## config.mk

```make
export PLATFORM = sky130hd
export DESIGN_NAME = binary_to_decimal_ascii_emitter_flat
export DESIGN_NICKNAME = d
export VERILOG_FILES = /design/src/sv/btda_pkg.sv /design/src/sv/btda_in_if.sv /design/src/sv/btda_out_if.sv /design/src/sv/btda_cell.sv /design/src/sv/btda_chain.sv /design/src/sv/binary_to_decimal_ascii_emitter.sv /design/src/flat_wrapper.sv
export SDC_FILE = /design/constraint.sdc
export NUM_CORES = 1
export LEC_CHECK = 0
export ABC_AREA = 1
export BUFFER_PORTS_ARGS = -buffer_cell sky130_fd_sc_hd__buf_2
export CAP_MARGIN = 20
export CORE_ASPECT_RATIO = 0.7
export CORE_MARGIN = 3
export CORE_UTILIZATION = 46
export CTS_BUF_LIST = sky130_fd_sc_hd__clkbuf_4 sky130_fd_sc_hd__clkbuf_8 sky130_fd_sc_hd__clkbuf_16
export DETAILED_ROUTE_END_ITERATION = 10
export GPL_ROUTABILITY_DRIVEN = 0
export GPL_TIMING_DRIVEN = 0
export HOLD_SLACK_MARGIN = 0.08
export MAX_ROUTING_LAYER = met4
export PLACE_DENSITY_LB_ADDON = 0.3
export SLEW_MARGIN = 20
export SYNTH_ARGS = -nofsm -noshare
export SYNTH_HDL_FRONTEND = slang
export SYNTH_HIERARCHICAL = 1
export SYNTH_SLANG_ARGS = --single-unit
```

## constraint.sdc

```tcl
create_clock -name clk -period 14.75 [get_ports clk]
set_input_delay 0.7375 -clock clk [delete_from_list [all_inputs] [get_ports clk]]
set_output_delay 0.7375 -clock clk [all_outputs]
set_load 0.005 [all_outputs]
```

## src/sv/btda_pkg.sv

```systemverilog
// ----------------------------------------------------------------------------
// btda_pkg
// Shared widths, constants and types of the binary to decimal ASCII emitter.
// ----------------------------------------------------------------------------
package btda_pkg;

  // Width of the binary input value.
  localparam int VALUE_BITS = 32;

  // Decimal digits needed for the widest value: floor(bits * log10(2)) + 1.
  localparam int NUM_DIGITS = (VALUE_BITS * 30103) / 100000 + 1;

  // Counter widths for the conversion bits and the remaining digits.
  localparam int BIT_CNT_W = $clog2(VALUE_BITS);
  localparam int DIG_CNT_W = $clog2(NUM_DIGITS + 1);

  // Shift-add-3 correction: a digit of five or more gets three added.
  localparam int DIGIT_ADJ_LIMIT = 5;
  localparam int DIGIT_ADJ       = 3;

  // ASCII code of the character '0'.
  localparam int ASCII_ZERO = 48;

  typedef logic [3:0] digit_t;

  // Operation applied to every cell of the digit chain at once.
  typedef enum logic [1:0] {
    CHAIN_HOLD,
    CHAIN_LOAD,
    CHAIN_CONVERT,
    CHAIN_SHIFT
  } chain_op_t;

endpackage

```

## src/sv/btda_in_if.sv

```systemverilog
// ----------------------------------------------------------------------------
// btda_in_if
// Valid/ready channel that carries one binary value per beat.
// ----------------------------------------------------------------------------
interface btda_in_if;
  logic                             valid;
  logic                             ready;
  logic [btda_pkg::VALUE_BITS-1:0]  value;

  modport source (output valid, output value, input ready);
  modport sink   (input valid, input value, output ready);
endinterface

```

## src/sv/btda_out_if.sv

```systemverilog
// ----------------------------------------------------------------------------
// btda_out_if
// Valid/ready channel that carries one ASCII digit per beat.
// ----------------------------------------------------------------------------
interface btda_out_if;
  logic       valid;
  logic       ready;
  logic [5:0] digit_char;
  logic       last_digit;

  modport source (output valid, output digit_char, output last_digit, input ready);
  modport sink   (input valid, input digit_char, input last_digit, output ready);
endinterface

```

## src/sv/btda_cell.sv

```systemverilog
// ----------------------------------------------------------------------------
// btda_cell
// One BCD digit of the conversion chain: shift-add-3 step or digit shift.
// ----------------------------------------------------------------------------
module btda_cell (
  input  logic                clk,
  input  btda_pkg::chain_op_t op,
  input  logic                bit_in,
  input  btda_pkg::digit_t    digit_in,
  output logic                bit_out,
  output btda_pkg::digit_t    digit
);

  btda_pkg::digit_t adjusted;

  // Correct the digit before it doubles so that it stays a valid BCD digit.
  always_comb begin
    if (digit >= 4'(btda_pkg::DIGIT_ADJ_LIMIT)) begin
      adjusted = digit + 4'(btda_pkg::DIGIT_ADJ);
    end else begin
      adjusted = digit;
    end
  end

  // The top bit of the corrected digit carries into the next cell.
  assign bit_out = adjusted[3];

  // Digit register.
  always_ff @(posedge clk) begin
    unique case (op)
      btda_pkg::CHAIN_HOLD:    digit <= digit;
      btda_pkg::CHAIN_LOAD:    digit <= '0;
      btda_pkg::CHAIN_CONVERT: digit <= {adjusted[2:0], bit_in};
      btda_pkg::CHAIN_SHIFT:   digit <= digit_in;
      default:                 digit <= digit;
    endcase
  end

endmodule

```

## src/sv/btda_chain.sv

```systemverilog
// ----------------------------------------------------------------------------
// btda_chain
// Binary shift register feeding a row of BCD digit cells.
// ----------------------------------------------------------------------------
module btda_chain (
  input  logic                            clk,
  input  btda_pkg::chain_op_t             op,
  input  logic [btda_pkg::VALUE_BITS-1:0] value,
  output btda_pkg::digit_t                top_digit
);

  logic [btda_pkg::VALUE_BITS-1:0] shreg;
  logic             carry  [btda_pkg::NUM_DIGITS];
  btda_pkg::digit_t digits [btda_pkg::NUM_DIGITS];

  // Binary value, shifted out most significant bit first while converting.
  always_ff @(posedge clk) begin
    unique case (op)
      btda_pkg::CHAIN_LOAD:    shreg <= value;
      btda_pkg::CHAIN_CONVERT: shreg <= {shreg[btda_pkg::VALUE_BITS-2:0], 1'b0};
      default:                 shreg <= shreg;
    endcase
  end

  // Cell zero is the least significant digit; the top cell is the next one out.
  for (genvar i = 0; i < btda_pkg::NUM_DIGITS; i++) begin : g_cell
    logic             bit_in;
    btda_pkg::digit_t digit_in;

    if (i == 0) begin : g_first
      assign bit_in   = shreg[btda_pkg::VALUE_BITS-1];
      assign digit_in = '0;
    end else begin : g_rest
      assign bit_in   = carry[i-1];
      assign digit_in = digits[i-1];
    end

    btda_cell u_cell (
      .clk      (clk),
      .op       (op),
      .bit_in   (bit_in),
      .digit_in (digit_in),
      .bit_out  (carry[i]),
      .digit    (digits[i])
    );
  end

  assign top_digit = digits[btda_pkg::NUM_DIGITS-1];

endmodule

```

## src/sv/binary_to_decimal_ascii_emitter.sv

```systemverilog
// ----------------------------------------------------------------------------
// binary_to_decimal_ascii_emitter
// Converts an unsigned binary value to its decimal digits as ASCII codes.
// ----------------------------------------------------------------------------
// One value is taken at a time. It shifts bit by bit into a row of BCD digit
// cells (shift-add-3), then leading zero digits are dropped one at a time and
// the remaining digits go out most significant first, one beat per cycle
// while the sink is ready, the last one marked by last_digit. Zero gives a
// single '0'. A new value is taken only after the last digit has gone out;
// the block keeps nothing between values.
// ----------------------------------------------------------------------------
module binary_to_decimal_ascii_emitter (
  input  logic              clk,
  input  logic              rst,
  btda_in_if.sink           number,
  btda_out_if.source        text
);

  typedef enum logic [1:0] {
    ST_IDLE,
    ST_CONVERT,
    ST_SKIP,
    ST_EMIT
  } state_t;

  localparam logic [btda_pkg::DIG_CNT_W-1:0] DIG_ONE = btda_pkg::DIG_CNT_W'(1);

  state_t                          state;
  logic [btda_pkg::BIT_CNT_W-1:0]  bit_cnt;
  logic [btda_pkg::DIG_CNT_W-1:0]  remaining;
  btda_pkg::chain_op_t             op;
  btda_pkg::digit_t                top_digit;
  logic                            leading_zero;
  logic                            last;

  assign leading_zero = (top_digit == '0) && (remaining > DIG_ONE);
  assign last         = (remaining == DIG_ONE);

  // Operation for the cell row in this cycle.
  always_comb begin
    unique case (state)
      ST_IDLE:    op = number.valid ? btda_pkg::CHAIN_LOAD : btda_pkg::CHAIN_HOLD;
      ST_CONVERT: op = btda_pkg::CHAIN_CONVERT;
      ST_SKIP:    op = leading_zero ? btda_pkg::CHAIN_SHIFT : btda_pkg::CHAIN_HOLD;
      ST_EMIT:    op = (text.ready && !last) ? btda_pkg::CHAIN_SHIFT
                                             : btda_pkg::CHAIN_HOLD;
      default:    op = btda_pkg::CHAIN_HOLD;
    endcase
  end

  // Sequencer: load, convert, drop leading zeros, emit digits.
  always_ff @(posedge clk) begin
    if (rst) begin
      state     <= ST_IDLE;
      bit_cnt   <= '0;
      remaining <= '0;
    end else begin
      unique case (state)
        ST_IDLE: begin
          if (number.valid) begin
            state   <= ST_CONVERT;
            bit_cnt <= '0;
          end
        end
        ST_CONVERT: begin
          bit_cnt <= bit_cnt + btda_pkg::BIT_CNT_W'(1);
          if (bit_cnt == btda_pkg::BIT_CNT_W'(btda_pkg::VALUE_BITS - 1)) begin
            state     <= ST_SKIP;
            remaining <= btda_pkg::DIG_CNT_W'(btda_pkg::NUM_DIGITS);
          end
        end
        ST_SKIP: begin
          if (leading_zero) begin
            remaining <= remaining - DIG_ONE;
          end else begin
            state <= ST_EMIT;
          end
        end
        ST_EMIT: begin
          if (text.ready) begin
            if (last) begin
              state <= ST_IDLE;
            end else begin
              remaining <= remaining - DIG_ONE;
            end
          end
        end
        default: state <= ST_IDLE;
      endcase
    end
  end

  btda_chain u_chain (
    .clk       (clk),
    .op        (op),
    .value     (number.value),
    .top_digit (top_digit)
  );

  // Handshakes and output beat, taken straight from the top cell.
  assign number.ready    = (state == ST_IDLE);
  assign text.valid      = (state == ST_EMIT);
  assign text.digit_char = 6'(btda_pkg::ASCII_ZERO) + {2'b00, top_digit};
  assign text.last_digit = last;

endmodule

```

## src/flat_wrapper.sv

```systemverilog
// flat-port wrapper written by rule: the top's interface ports become plain ports
module binary_to_decimal_ascii_emitter_flat 
  (clk, rst, number_valid, number_value, number_ready, text_valid, text_digit_char, text_last_digit, text_ready);
  btda_in_if number_i ();
  btda_out_if text_i ();
  input  logic clk;
  input  logic rst;
  input wire logic [$bits(number_i.valid)-1:0] number_valid;
  input wire logic [$bits(number_i.value)-1:0] number_value;
  output wire logic [$bits(number_i.ready)-1:0] number_ready;
  output wire logic [$bits(text_i.valid)-1:0] text_valid;
  output wire logic [$bits(text_i.digit_char)-1:0] text_digit_char;
  output wire logic [$bits(text_i.last_digit)-1:0] text_last_digit;
  input wire logic [$bits(text_i.ready)-1:0] text_ready;
  assign number_i.valid = number_valid;
  assign number_i.value = number_value;
  assign number_ready = number_i.ready;
  assign text_valid = text_i.valid;
  assign text_digit_char = text_i.digit_char;
  assign text_last_digit = text_i.last_digit;
  assign text_i.ready = text_ready;
  binary_to_decimal_ascii_emitter u_core (.clk(clk), .rst(rst), .number(number_i), .text(text_i));
endmodule
```

; ---- Yosys cells after proc, flatten, opt, wreduce, memory -nomap -nowiden
; Cells that the tools add are included.
[word_totals]
in_bits = 36
register_bits = 83
out_inout_bits = 9
wordCells = 104
[op_classes]
addsub = 13
muxes = 38
n_eq_ne = 15
n_reduce_logical = 13
n_lt_le_gt_ge = 11
[op_table]
columns = operator, count
row1 = $pmux W4 S3, 10
row2 = $pmux W32 S2, 1
row3 = $mux W4, 13
row4 = $ge A4 B3 Y1 const B, 10
row5 = $add A4 B2 Y4 const B, 9
row6 = $pmux W2 S4, 2
row7 = $mux W2, 7
row8 = $pmux W5 S2, 1
row9 = $reduce_and A5 Y1, 2
row10 = $eq A2 B2 Y1 const B, 4
row11 = $ne A2 B1 Y1 const B, 4
row12 = $pmux W4 S2, 1
row13 = $add A5 B5 Y6 const A, 1
row14 = $ne A2 B2 Y1 const B, 3
row15 = $add A5 B1 Y5 const B, 1
row16 = $eq A5 B5 Y1 const B, 1
row17 = $mux W5, 1
row18 = $eq A2 B1 Y1 const B, 2
row19 = $eq A4 B1 Y1 const B, 1
row20 = $gt A4 B1 Y1 const B, 1
row21 = $logic_not A2 Y1, 2
row22 = $logic_not A4 Y1, 1
row23 = $reduce_bool A2 Y1, 2
row24 = $sub A4 B1 Y4 const B, 1
row25 = 8 further kinds, 9

; ---- Logic depth before layout (Yosys ltp)
; Gate-level depths: netlist of the first run.
[logic_depth]
ltp_word = 8
depth_mapped = 13
ltp_nobuf = 12

; ---- By module
; Netlist of the first run, hierarchy kept.
[by_module_without_submodules]
columns = module, instances, area_per_inst_um2, cells_per_inst
row1 = btda_cell, 10, 310.3, 38
row2 = btda_chain, 1, 1387.6, 139
row3 = binary_to_decimal_ascii_emitter, 1, 867.1, 120

; ---- Least setup slack after synthesis of the first run
; No wires, ideal clock.
[synth_path]
kind = register to register
start = reg u_core/remaining[1] (netlist bit)
end = reg u_core/u_chain/shreg[0] (netlist bit) (enable)
arrival_time_ns = 4.937
required_time_ns = 14.363
setup_time_ns = 0.387
stages_incl_launch_ff = 11
slack_ns = 9.427
n_path_buf = 0
cell_sequence = dfxtp_1 > inv_1 > ha_1 > o21ai_2 > nand3_2 > o21ai_1 > nor2_1 > nor2_1 > inv_1 > ha_1 > inv_1
[synth_via]
elab_chain_len = 7
elab_cells_between_ends = 11
classes_between = order compare (1) / eq/ne (3) / mux (3) / reduce/logical (4)
[synth_lines]
columns = element, line
row1 = "start, declared", binary_to_decimal_ascii_emitter.sv:30  ; logic [btda_pkg::DIG_CNT_W-1:0] remaining;
row2 = "start signal, assigned", binary_to_decimal_ascii_emitter.sv:69  ; remaining <= btda_pkg::DIG_CNT_W'(btda_pkg::NUM_DIGITS);
row3 = "start signal, assigned", binary_to_decimal_ascii_emitter.sv:74  ; remaining <= remaining - DIG_ONE;
row4 = "start signal, assigned", binary_to_decimal_ascii_emitter.sv:84  ; remaining <= remaining - DIG_ONE;
row5 = "parallel branches: the longest is 4 deep, another holds $gt A4 B1 Y1", -
row6 = $pmux W2 S4 *, binary_to_decimal_ascii_emitter.sv:41  ; unique case (state)
row7 = named net u_core.op[0], binary_to_decimal_ascii_emitter.sv:31  ; btda_pkg::chain_op_t op;
row8 = $eq A2 B2 Y1 or $eq A2 B1 Y1 (tied branches), btda_chain.sv:18  ; unique case (op)
row9 = $reduce_bool A2 Y1 (no source line) *, -
row10 = "end signal, assigned", btda_chain.sv:19  ; btda_pkg::CHAIN_LOAD: shreg <= value;
row11 = "end signal, assigned", btda_chain.sv:20  ; btda_pkg::CHAIN_CONVERT: shreg <= {shreg[btda_pkg::VALUE_BITS-2:0], 1'b0};
row12 = "end signal, assigned", btda_chain.sv:21  ; default: shreg <= shreg;
row13 = "end, declared", btda_chain.sv:12  ; logic [btda_pkg::VALUE_BITS-1:0] shreg;
; Mark *: on every way through the listed nets, which the timed path passes.
; A chain may end at the register's enable or synchronous reset.

; ---- Worst setup path in the final report of the first run
[layout_path]
start = reg u_core.state[1]
end = reg u_core/u_chain/shreg[23] (netlist bit) (enable)
[layout_via]
elab_chain_len = 4
elab_cells_between_ends = 8
classes_between = eq/ne (5) / mux (1) / reduce/logical (2)
[layout_lines]
columns = element, line
row1 = "start, declared", binary_to_decimal_ascii_emitter.sv:28  ; state_t state;
row2 = "start signal, assigned", binary_to_decimal_ascii_emitter.sv:54  ; state <= ST_IDLE;
row3 = "start signal, assigned", binary_to_decimal_ascii_emitter.sv:61  ; state <= ST_CONVERT;
row4 = "start signal, assigned", binary_to_decimal_ascii_emitter.sv:68  ; state <= ST_SKIP;
row5 = $eq A2 B2 Y1 (tied with other cells), binary_to_decimal_ascii_emitter.sv:41
row6 = $pmux W2 S4 *, binary_to_decimal_ascii_emitter.sv:41
row7 = named net u_core.op[0], binary_to_decimal_ascii_emitter.sv:31
row8 = $eq A2 B2 Y1 or $eq A2 B1 Y1 (tied branches), btda_chain.sv:18
row9 = $reduce_bool A2 Y1 (no source line) *, -
; The timed path passes the listed nets; every way through them passes the cells marked *.

==> impl_metrics.env, run 1 <==
export IMPL_grt_pass1_vias=3996
export IMPL_cts_buffers=9
export IMPL_hp_class="reg2reg"
export IMPL_first_pass_iters=5
export IMPL_crit_top_cell="ha_1"
export IMPL_layout_commonest_cell="nand2_1"
export IMPL_tns_ps=0
export IMPL_cts_sinks=83
export IMPL_fin_hold_ws_ps=471.3
export IMPL_min_to="u_core/bit_cnt[4]"
export IMPL_start_util_pct=47.72
export IMPL_routed_wl_um=10630
export IMPL_ios=45
export IMPL_rsz0062_at_grt="false"
export IMPL_syn_inst=634
export IMPL_crit_chain="ha_1 -> nand2_4 -> o21ai_1 -> nor2_1 -> nor2_4 -> buf_16 -> inv_1 -> ha_1 -> inv_2"
export IMPL_synth_warning_count=6
export IMPL_viasPerCell=5.043
export IMPL_synth_area_per_cell_um2=8.407
export IMPL_htree_levels=3
export IMPL_clkTransAtPathRegs_ps=60
export IMPL_grt_first_pass_wirelength_um=17850
export IMPL_post_cts_resized=0
export IMPL_drv_slew=0
export IMPL_cpMaxStageDelayCell="dfxtp_1"
export IMPL_worstHoldStart="u_core/bit_cnt[4]"
export IMPL_worst_slew_pin_slew_ps=673.4
export IMPL_total_power_uw=1397
export IMPL_rows=32
export IMPL_min_path_cells=2
export IMPL_grt_ovfl_total=0
export IMPL_peakVddDrop_mv=0.1489
export IMPL_root_buffer="clkbuf_16"
export IMPL_power_density_mw_per_mm2=226.4
export IMPL_period_minus_slack_ps=3246
export IMPL_portBuffers=42
export IMPL_cts_hold_buf=0
export IMPL_wl_per_cell_um=12.46
export IMPL_grt_max_degree=33
export IMPL_endpoint_kind="register"
export IMPL_grt_usage_pct=17.36
export IMPL_finClkSkew_ps=5.981
export IMPL_r2r_start="u_core/state[1]"
export IMPL_multi_input_comb_area_mm2=0.002663
export IMPL_max_freq_mhz=308.1
export IMPL_drive_above_1_share_pct=23.29
export IMPL_status="finished clean"
export IMPL_areaGrowthSynthToFinish_pct=15.75
export IMPL_n_antenna_cell=0
export IMPL_critPathMaxFanout=32
export IMPL_syn_area_mm2=0.005330
export IMPL_final_core_util_pct=55.23
export IMPL_cap_violations=0
export IMPL_layout_nets=761
export IMPL_clock_latency_ps=340
export IMPL_postCtsSetupRepairBufs=0
export IMPL_antenna_found_initial=0
export IMPL_dp_hpwl_um=7711
export IMPL_r2r_slack_ps=11500
export IMPL_slew_headroom_pct=55.04
export IMPL_fillers=994
export IMPL_worstPathArrival_ps=3220
export IMPL_initialDrtViolationCount=287
export IMPL_finalSetupViolCount=0
export IMPL_core_mm2=0.01117
export IMPL_reg2reg_to="u_core/u_chain/shreg[23]"
export IMPL_drtAntennaViolNets=0
export IMPL_required_ps=14720
export IMPL_die_w_um=134.7
export IMPL_mostFrequentLayoutCells="nand2_1 (207), nand3_1 (77), edfxtp_1 (72), inv_1 (59), buf_2 (48)"
export IMPL_regArea_mm2=0.002382
export IMPL_finalCritPeriodShare_pct=22.01
export IMPL_cts_tree="built"
export IMPL_worst_setup_path_start_kind="register"
export IMPL_die_h_um=96.06
export IMPL_path_class="reg2reg"
export IMPL_max_stage_delay_ps=510
export IMPL_hold_viol=0
export IMPL_cts_buffer_depth=2
export IMPL_r2r_cells=9
export IMPL_power_leakage_uw=0.002806
export IMPL_dieArea_mm2=0.01294
export IMPL_drcViolationCount=0
export IMPL_vias=4302
-- where the power goes --
group | internal, uW | switching, uW | leakage [uW] | total, uW
Sequential | 428 | 85.5 | 0.000820 | 513
Combinational | 236 | 423 | 0.00184 | 658
Clock | 131 | 95.0 | 0.000143 | 226
Total | 794 | 603 | 0.00281 | 1400
-- routing by layer --
layer	track usage (%)	wire, um	up-vias
li1	-	-	2229
met1	23.62	5348	1970
met2	26.16	4679	92
met3	3.866	490	11
met4	5.254	108	0
met5	-	0	-
-- sequential cells by signal (all words and copies together), names as in the netlist --
signal / flops
u_core/bit_cnt: 5
u_core/remaining: 4
u_core/state: 2
u_core/u_chain/g_cell.u_cell/digit: 40
u_core/u_chain/shreg: 32
-- through the flow --
step / std cells / worst slack (ps) / cell area (um^2)
6_report: 853 / 11500 / 6170
5_1_grt: 853 / 11280 / 6170
4_1_cts: 853 / 11490 / 6170
3_5_place_dp: 837 / 11500 / 5876
3_3_place_gp: 833 / 7999 / 5747
2_1_floorplan: 638 / 9427 / 5345
-- area by class of cell --
| class | instances | area share, % |
|---|---|---|
| multi-input combinational | 474 | 43.16 |
| timing repair buffer | 46 | 5.192 |
| clock inverter | 7 | 1.115 |
| sequential | 83 | 38.61 |
| inverter | 73 | 4.441 |
| buffer | 8 | 0.7301 |
| tap | 153 | 3.103 |
| clock buffer | 9 | 3.650 |
-- worst max path at each step --
stage	startpoint	end	slack, ps	depth (start not counted)
final	u_core/state[1]	u_core/u_chain/shreg[23]	11500	9
after global routing	u_core/remaining[0]	u_core/u_chain/shreg[23]	11280	11
after CTS	u_core/state[1]	u_core/u_chain/shreg[15]	11490	9
after detailed placement	u_core/state[1]	u_core/u_chain/shreg[15]	11500	9
after global placement	u_core/remaining[0]	u_core/u_chain/shreg[15]	8000	10
after floorplan	u_core/remaining[1]	u_core/u_chain/shreg[0]	9430	10
-- critical path: cells and delay by family (launching register included) --
family          cells  cell delay [ps]
simple gates        3              670
buf+inv             3              830
flops               1              510
fa+ha+maj           2              680
compound gates      1              170
Power figures use the tool's default switching activity.
==> run 2: changes to the inputs <==
clock period = 3 ns   (was 14.75 ns; I/O delays follow)
==> run 2 against run 1 <==
Compared with the run above: combinational power grew to 5.1 times the previous value; die area stayed put; core utilization grew 2.9 points; clock skew is 2.8 ps higher; critical path type unchanged.
==> impl_metrics.env, run 2 (synthesis results as in run 1) <==
export IMPL_core_mm2=0.01117
export IMPL_cts_sinks=83
export IMPL_antenna_found_initial=0
export IMPL_hp_class="in2reg"
export IMPL_fillers=938
export IMPL_n_antenna_cell=0
export IMPL_finalCritPeriodShare_pct=93.72
export IMPL_gr_usage_met1_pct=24.81
export IMPL_min_to="u_core/u_chain/shreg[13]"
export IMPL_ios=45
export IMPL_worst_slew_pin_slew_ps=623.0
export IMPL_postCtsSetupRepairBufs=0
export IMPL_max_freq_mhz=355.7
export IMPL_areaGrowthSynthToFinish_pct=21.92
export IMPL_grt_ovfl_total=0
export IMPL_die_w_um=134.7
export IMPL_r2r_start="u_core/state[1]"
export IMPL_total_power_uw=7181
export IMPL_grt_met2_usage_pct=27.50
export IMPL_period_minus_slack_ps=2812
export IMPL_grt_most_used_layer="met2"
export IMPL_largest_register="u_core/u_chain/g_cell.u_cell/digit"
export IMPL_finClkSkew_ps=8.791
export IMPL_r2r_slack_ps=190
export IMPL_die_h_um=96.06
export IMPL_initialDrtViolationCount=329
export IMPL_reg2reg_to="u_core/u_chain/shreg[6]"
export IMPL_place_area_mm2=0.005911
export IMPL_required_ps=2980
export IMPL_clkTransAtPathRegs_ps=70
export IMPL_critPathMaxFanout=16
export IMPL_status="finished clean"
export IMPL_grt_usage_pct=18.09
export IMPL_worstPathArrival_ps=2790
export IMPL_dp_hpwl_um=7674
export IMPL_top_regs="u_core/u_chain/g_cell.u_cell/digit x40, u_core/u_chain/shreg x32, u_core/bit_cnt x5"
export IMPL_vias=4368
export IMPL_htree_levels=3
export IMPL_power_leakage_uw=0.002925
export IMPL_worstHoldStart="number_value[13]"
export IMPL_tns_ps=0
export IMPL_grt_pass1_vias=4114
export IMPL_min_path_cells=3
export IMPL_peakVddDrop_mv=0.5005
export IMPL_stdcell_area_mm2=0.006499
export IMPL_worst_setup_path_start_kind="register"
export IMPL_clock_latency_ps=340
export IMPL_cap_violations=0
export IMPL_portBuffers=42
export IMPL_final_core_util_pct=58.18
export IMPL_grt_max_degree=27
export IMPL_first_pass_iters=4
export IMPL_r2r_cells=8
export IMPL_root_buffer="clkbuf_16"
export IMPL_drtAntennaViolNets=0
export IMPL_power_density_mw_per_mm2=1105
export IMPL_mostFrequentLayoutCells="nand2_1 (207), nand3_1 (77), edfxtp_1 (72), inv_1 (56), buf_2 (48)"
export IMPL_cts_buffers=9
export IMPL_finalSetupViolCount=0
export IMPL_path_class="reg2reg"
export IMPL_largest_reg_flops=40
export IMPL_dieArea_mm2=0.01294
export IMPL_layout_nets=785
export IMPL_viasPerCell=4.981
export IMPL_drcViolationCount=0
export IMPL_hold_viol=0
export IMPL_cts_tree="built"
export IMPL_grt_first_pass_wirelength_um=18660
export IMPL_layout_commonest_cell="nand2_1"
export IMPL_met3_usage_pct=3.814
export IMPL_wl_per_cell_um=12.64
export IMPL_start_util_pct=47.72
export IMPL_slew_headroom_pct=58.31
export IMPL_drv_slew=0
export IMPL_drive_above_1_share_pct=24.45
export IMPL_rsz0062_at_grt="false"
export IMPL_endpoint_kind="register"
export IMPL_routed_wl_um=11090
export IMPL_cts_buffer_depth=2
export IMPL_rows=32
[run 2: changes by cell type in the layout (fill, tap and decap cells not counted), sizes merged]
cell / previous run / this run
clkinvlp: 1 / 2
clkinv: 5 / 3
bufinv: 1 / 3
dlygate4sd3: 0 / 23
[run 2: worst max path at each step]
| stage | startpoint | endpoint | slack (ps) | cells past startpoint |
|---|---|---|---|---|
| 6_report | u_core/state[1] | u_core/u_chain/shreg[6] | 190 | 8 |
| 5_1_grt | u_core/state[1] | u_core/u_chain/shreg[6] | 20 | 8 |
| 4_1_cts | u_core/state[1] | u_core/u_chain/shreg[26] | 180 | 8 |
| 3_5_place_dp | u_core/state[1] | u_core/u_chain/shreg[26] | -40 | 8 |
| 3_3_place_gp | u_core/remaining[1] | u_core/u_chain/shreg[24] | -790 | 10 |
| 2_1_floorplan | u_core/remaining[1] | u_core/u_chain/shreg[0] | -190 | 10 |
[run 2: metrics by stage]
stage	cells	hold WS, ps	setup WS (ps)
detailed placement	837	375.9	-42.29
CTS	877	80.12	181.0
floorplan	638	219.1	-187.5
global route	877	89.36	15.73
global placement	833	358.9	-785.7
finish	877	88.44	188.3
[run 2: cell type report]
type / instances / area (um^2) / area share (%)
multi-input cells: 474 / 2691 / 41.41
repair buffers: 69 / 550.5 / 8.471
clock buffers: 9 / 225.2 / 3.466
well taps: 153 / 191.4 / 2.946
clock inverters: 7 / 125.1 / 1.925
inverters: 73 / 277.8 / 4.274
plain buffers: 8 / 45.04 / 0.6931
repair inverters: 1 / 7.507 / 0.1155
flip-flops and latches: 83 / 2385 / 36.70
[run 2: per-layer routing]
metal,vias to the layer above,part of all wire [%]
li1,2288,-
met1,1973,50
met2,98,45
met3,9,4.1
met4,0,0.64
met5,-,0
[run 2: repair_timing]
action                                  4_1_cts  5_1_grt
hold endpoints to repair                     25        0
hold buffers                                 23        0
endpoints found under the setup margin       32        0
resized for setup                             1        0
[run 2: where the power goes]
group / total (uW) / switching, uW / internal, uW
clock: 1300 / 478 / 821
combinational: 3360 / 2140 / 1220
sequential: 2520 / 417 / 2100
total: 7180 / 3040 / 4140
[run 2: worst max-delay path, stage by stage (launching register included)]
cell and delay [ps]:
dfxtp_1 510, ha_2 340, nand2_4 80, o21ai_2 170, nor2_2 80, nor2_4 420
inv_2 80, ha_1 400, clkinvlp_4 370
==> run 3: changes to the inputs <==
CELL_PAD_IN_SITES_DETAIL_PLACEMENT = 0   (was default)
CELL_PAD_IN_SITES_GLOBAL_PLACEMENT = 1   (was default)
==> run 3 against run 2 <==
Compared with the run above: sequential power is essentially flat; sequential cell count is the same; total power shrank 3.6%; largest cell class unchanged; largest power group unchanged; highest routed layer unchanged.
==> impl_metrics.env, run 3 (synthesis results as in run 1) <==
export IMPL_die_w_um=134.7
export IMPL_hp_class="in2reg"
export IMPL_drtAntennaViolNets=0
export IMPL_drcViolationCount=0
export IMPL_fin_hold_ws_ps=87.72
export IMPL_r2r_start="u_core/state[1]"
export IMPL_clkTransAtPathRegs_ps=70
export IMPL_reg2reg_to="u_core/u_chain/shreg[25]"
export IMPL_required_ps=3100
export IMPL_grt_ovfl_total=0
export IMPL_areaGrowthSynthToFinish_pct=20.59
export IMPL_finClkSkew_ps=6.891
export IMPL_dp_hpwl_um=7453
export IMPL_grt_max_degree=31
export IMPL_min_path_cells=3
export IMPL_grt_pass1_vias=3802
export IMPL_grt_usage_pct=16.79
export IMPL_rsz0062_at_grt="false"
export IMPL_htree_levels=3
export IMPL_max_freq_mhz=362.4
export IMPL_cts_buffers=9
export IMPL_root_buffer="clkbuf_16"
export IMPL_status="finished clean"
export IMPL_hold_viol=0
export IMPL_viasPerCell=4.953
export IMPL_drive_above_1_share_pct=24.76
export IMPL_worstHoldStart="number_value[30]"
export IMPL_power_density_mw_per_mm2=1078
export IMPL_cts_sinks=83
export IMPL_largest_register="u_core/u_chain/g_cell.u_cell/digit"
export IMPL_min_to="u_core/u_chain/shreg[30]"
export IMPL_cts_buffer_depth=2
export IMPL_drv_slew=0
export IMPL_worstPathArrival_ps=2850
export IMPL_power_leakage_uw=0.002891
export IMPL_rows=32
export IMPL_layout_nets=784
export IMPL_grt_first_pass_wirelength_um=17240
export IMPL_path_class="reg2reg"
export IMPL_die_h_um=96.06
export IMPL_worst_setup_path_start_kind="register"
export IMPL_routed_wl_um=10340
export IMPL_ios=45
export IMPL_peakVddDrop_mv=0.4994
export IMPL_dieArea_mm2=0.01294
export IMPL_layout_commonest_cell="nand2_1"
export IMPL_r2r_cells=10
export IMPL_tns_ps=0
export IMPL_largest_reg_flops=40
export IMPL_core_mm2=0.01117
export IMPL_first_pass_iters=5
export IMPL_cap_violations=0
export IMPL_critPathMaxFanout=30
export IMPL_n_antenna_cell=0
export IMPL_endpoint_kind="register"
export IMPL_fillers=972
export IMPL_finalSetupViolCount=0
export IMPL_top_regs="u_core/u_chain/g_cell.u_cell/digit x40, u_core/u_chain/shreg x32, u_core/bit_cnt x5"
export IMPL_vias=4339
export IMPL_mostFrequentLayoutCells="nand2_1 (207), nand3_1 (77), edfxtp_1 (72), inv_1 (56), buf_2 (48)"
export IMPL_start_util_pct=47.72
export IMPL_antenna_found_initial=0
export IMPL_r2r_slack_ps=240
export IMPL_initialDrtViolationCount=239
export IMPL_wl_per_cell_um=11.80
export IMPL_finalCritPeriodShare_pct=91.97
export IMPL_clock_latency_ps=330
export IMPL_portBuffers=42
export IMPL_period_minus_slack_ps=2759
export IMPL_cts_tree="built"
[run 3: cell types whose count changed in the layout (fill, tap and decap cells not counted)]
cell,change
clkinv_2,+2
bufinv_16,-3
inv_6,+2
dlygate4sd3_1,-3
buf_16,-1
clkinv_4,-3
clkinvlp_4,+2
buf_12,+3
[run 3: per-stage QoR]
stage / power, uW / worst slack (ps) / cells / area, um^2 / utilization, %
finish: 6926 / 240.8 / 876 / 6427 / 57.54
global route: 7520 / 75.56 / 876 / 6427 / 57.54
CTS: 6860 / 23.94 / 873 / 6377 / 57.09
detailed placement: 5756 / -158.0 / 837 / 5903 / 52.85
global placement: 5510 / -826.2 / 833 / 5793 / 51.86
floorplan: 4896 / -187.5 / 638 / 5391 / -
[run 3: cell type report]
type | instances | area [um^2] | area share, %
timing repair buffer | 68 | 553.0 | 8.604
buffer | 8 | 45.04 | 0.7008
sequential | 83 | 2385 | 37.10
multi-input combinational | 474 | 2691 | 41.87
timing repair inverter | 1 | 7.507 | 0.1168
clock inverter | 7 | 51.30 | 0.7981
clock buffer | 9 | 225.2 | 3.504
tap | 153 | 191.4 | 2.978
inverter | 73 | 277.8 | 4.322
[run 3: timing repair]
item,in CTS,in global routing
setup buffers,0,2
setup endpoints to repair,32,32
endpoints found under the hold margin,21,1
gates cloned,1,0
resized for setup,1,0
pin swaps,0,0
hold buffers,19,1
[run 3: critical path, cell delays in order, from the launching register on]
cell	delay (ps)
dfxtp_1	480
inv_1	110
ha_1	280
nand2_2	180
inv_2	80
nor2_4	350
buf_12	260
inv_2	60
ha_1	400
clkinvlp_4	140
buf_12	160
[run 3: power by group]
part	total, uW	internal, uW	switching (uW)
Combinational	3390	1300	2100
Sequential	2500	2100	408
Clock	1030	566	464
Total	6930	3960	2970
[run 3: worst max path at each step]
stage | start | to | slack [ps] | depth (start not counted)
after floorplan | u_core/remaining[1] | u_core/u_chain/shreg[0] | -190 | 10
after global placement | u_core/state[1] | u_core/u_chain/shreg[22] | -830 | 8
after detailed placement | u_core/state[1] | u_core/u_chain/shreg[22] | -160 | 9
after CTS | u_core/state[1] | u_core/u_chain/shreg[25] | 20 | 9
after global routing | u_core/state[1] | u_core/u_chain/shreg[25] | 80 | 10
final | u_core/state[1] | u_core/u_chain/shreg[25] | 240 | 10
[run 3: metal layers]
metal	share of wire, %	GRT usage [%]	vias up	routed length, um
met1	51	23.01	1966	5254
met3	3.8	3.710	5	396
met5	0	-	-	0
met2	45	25.71	78	4641
li1	-	-	2290	-
met4	0.45	3.983	0	47
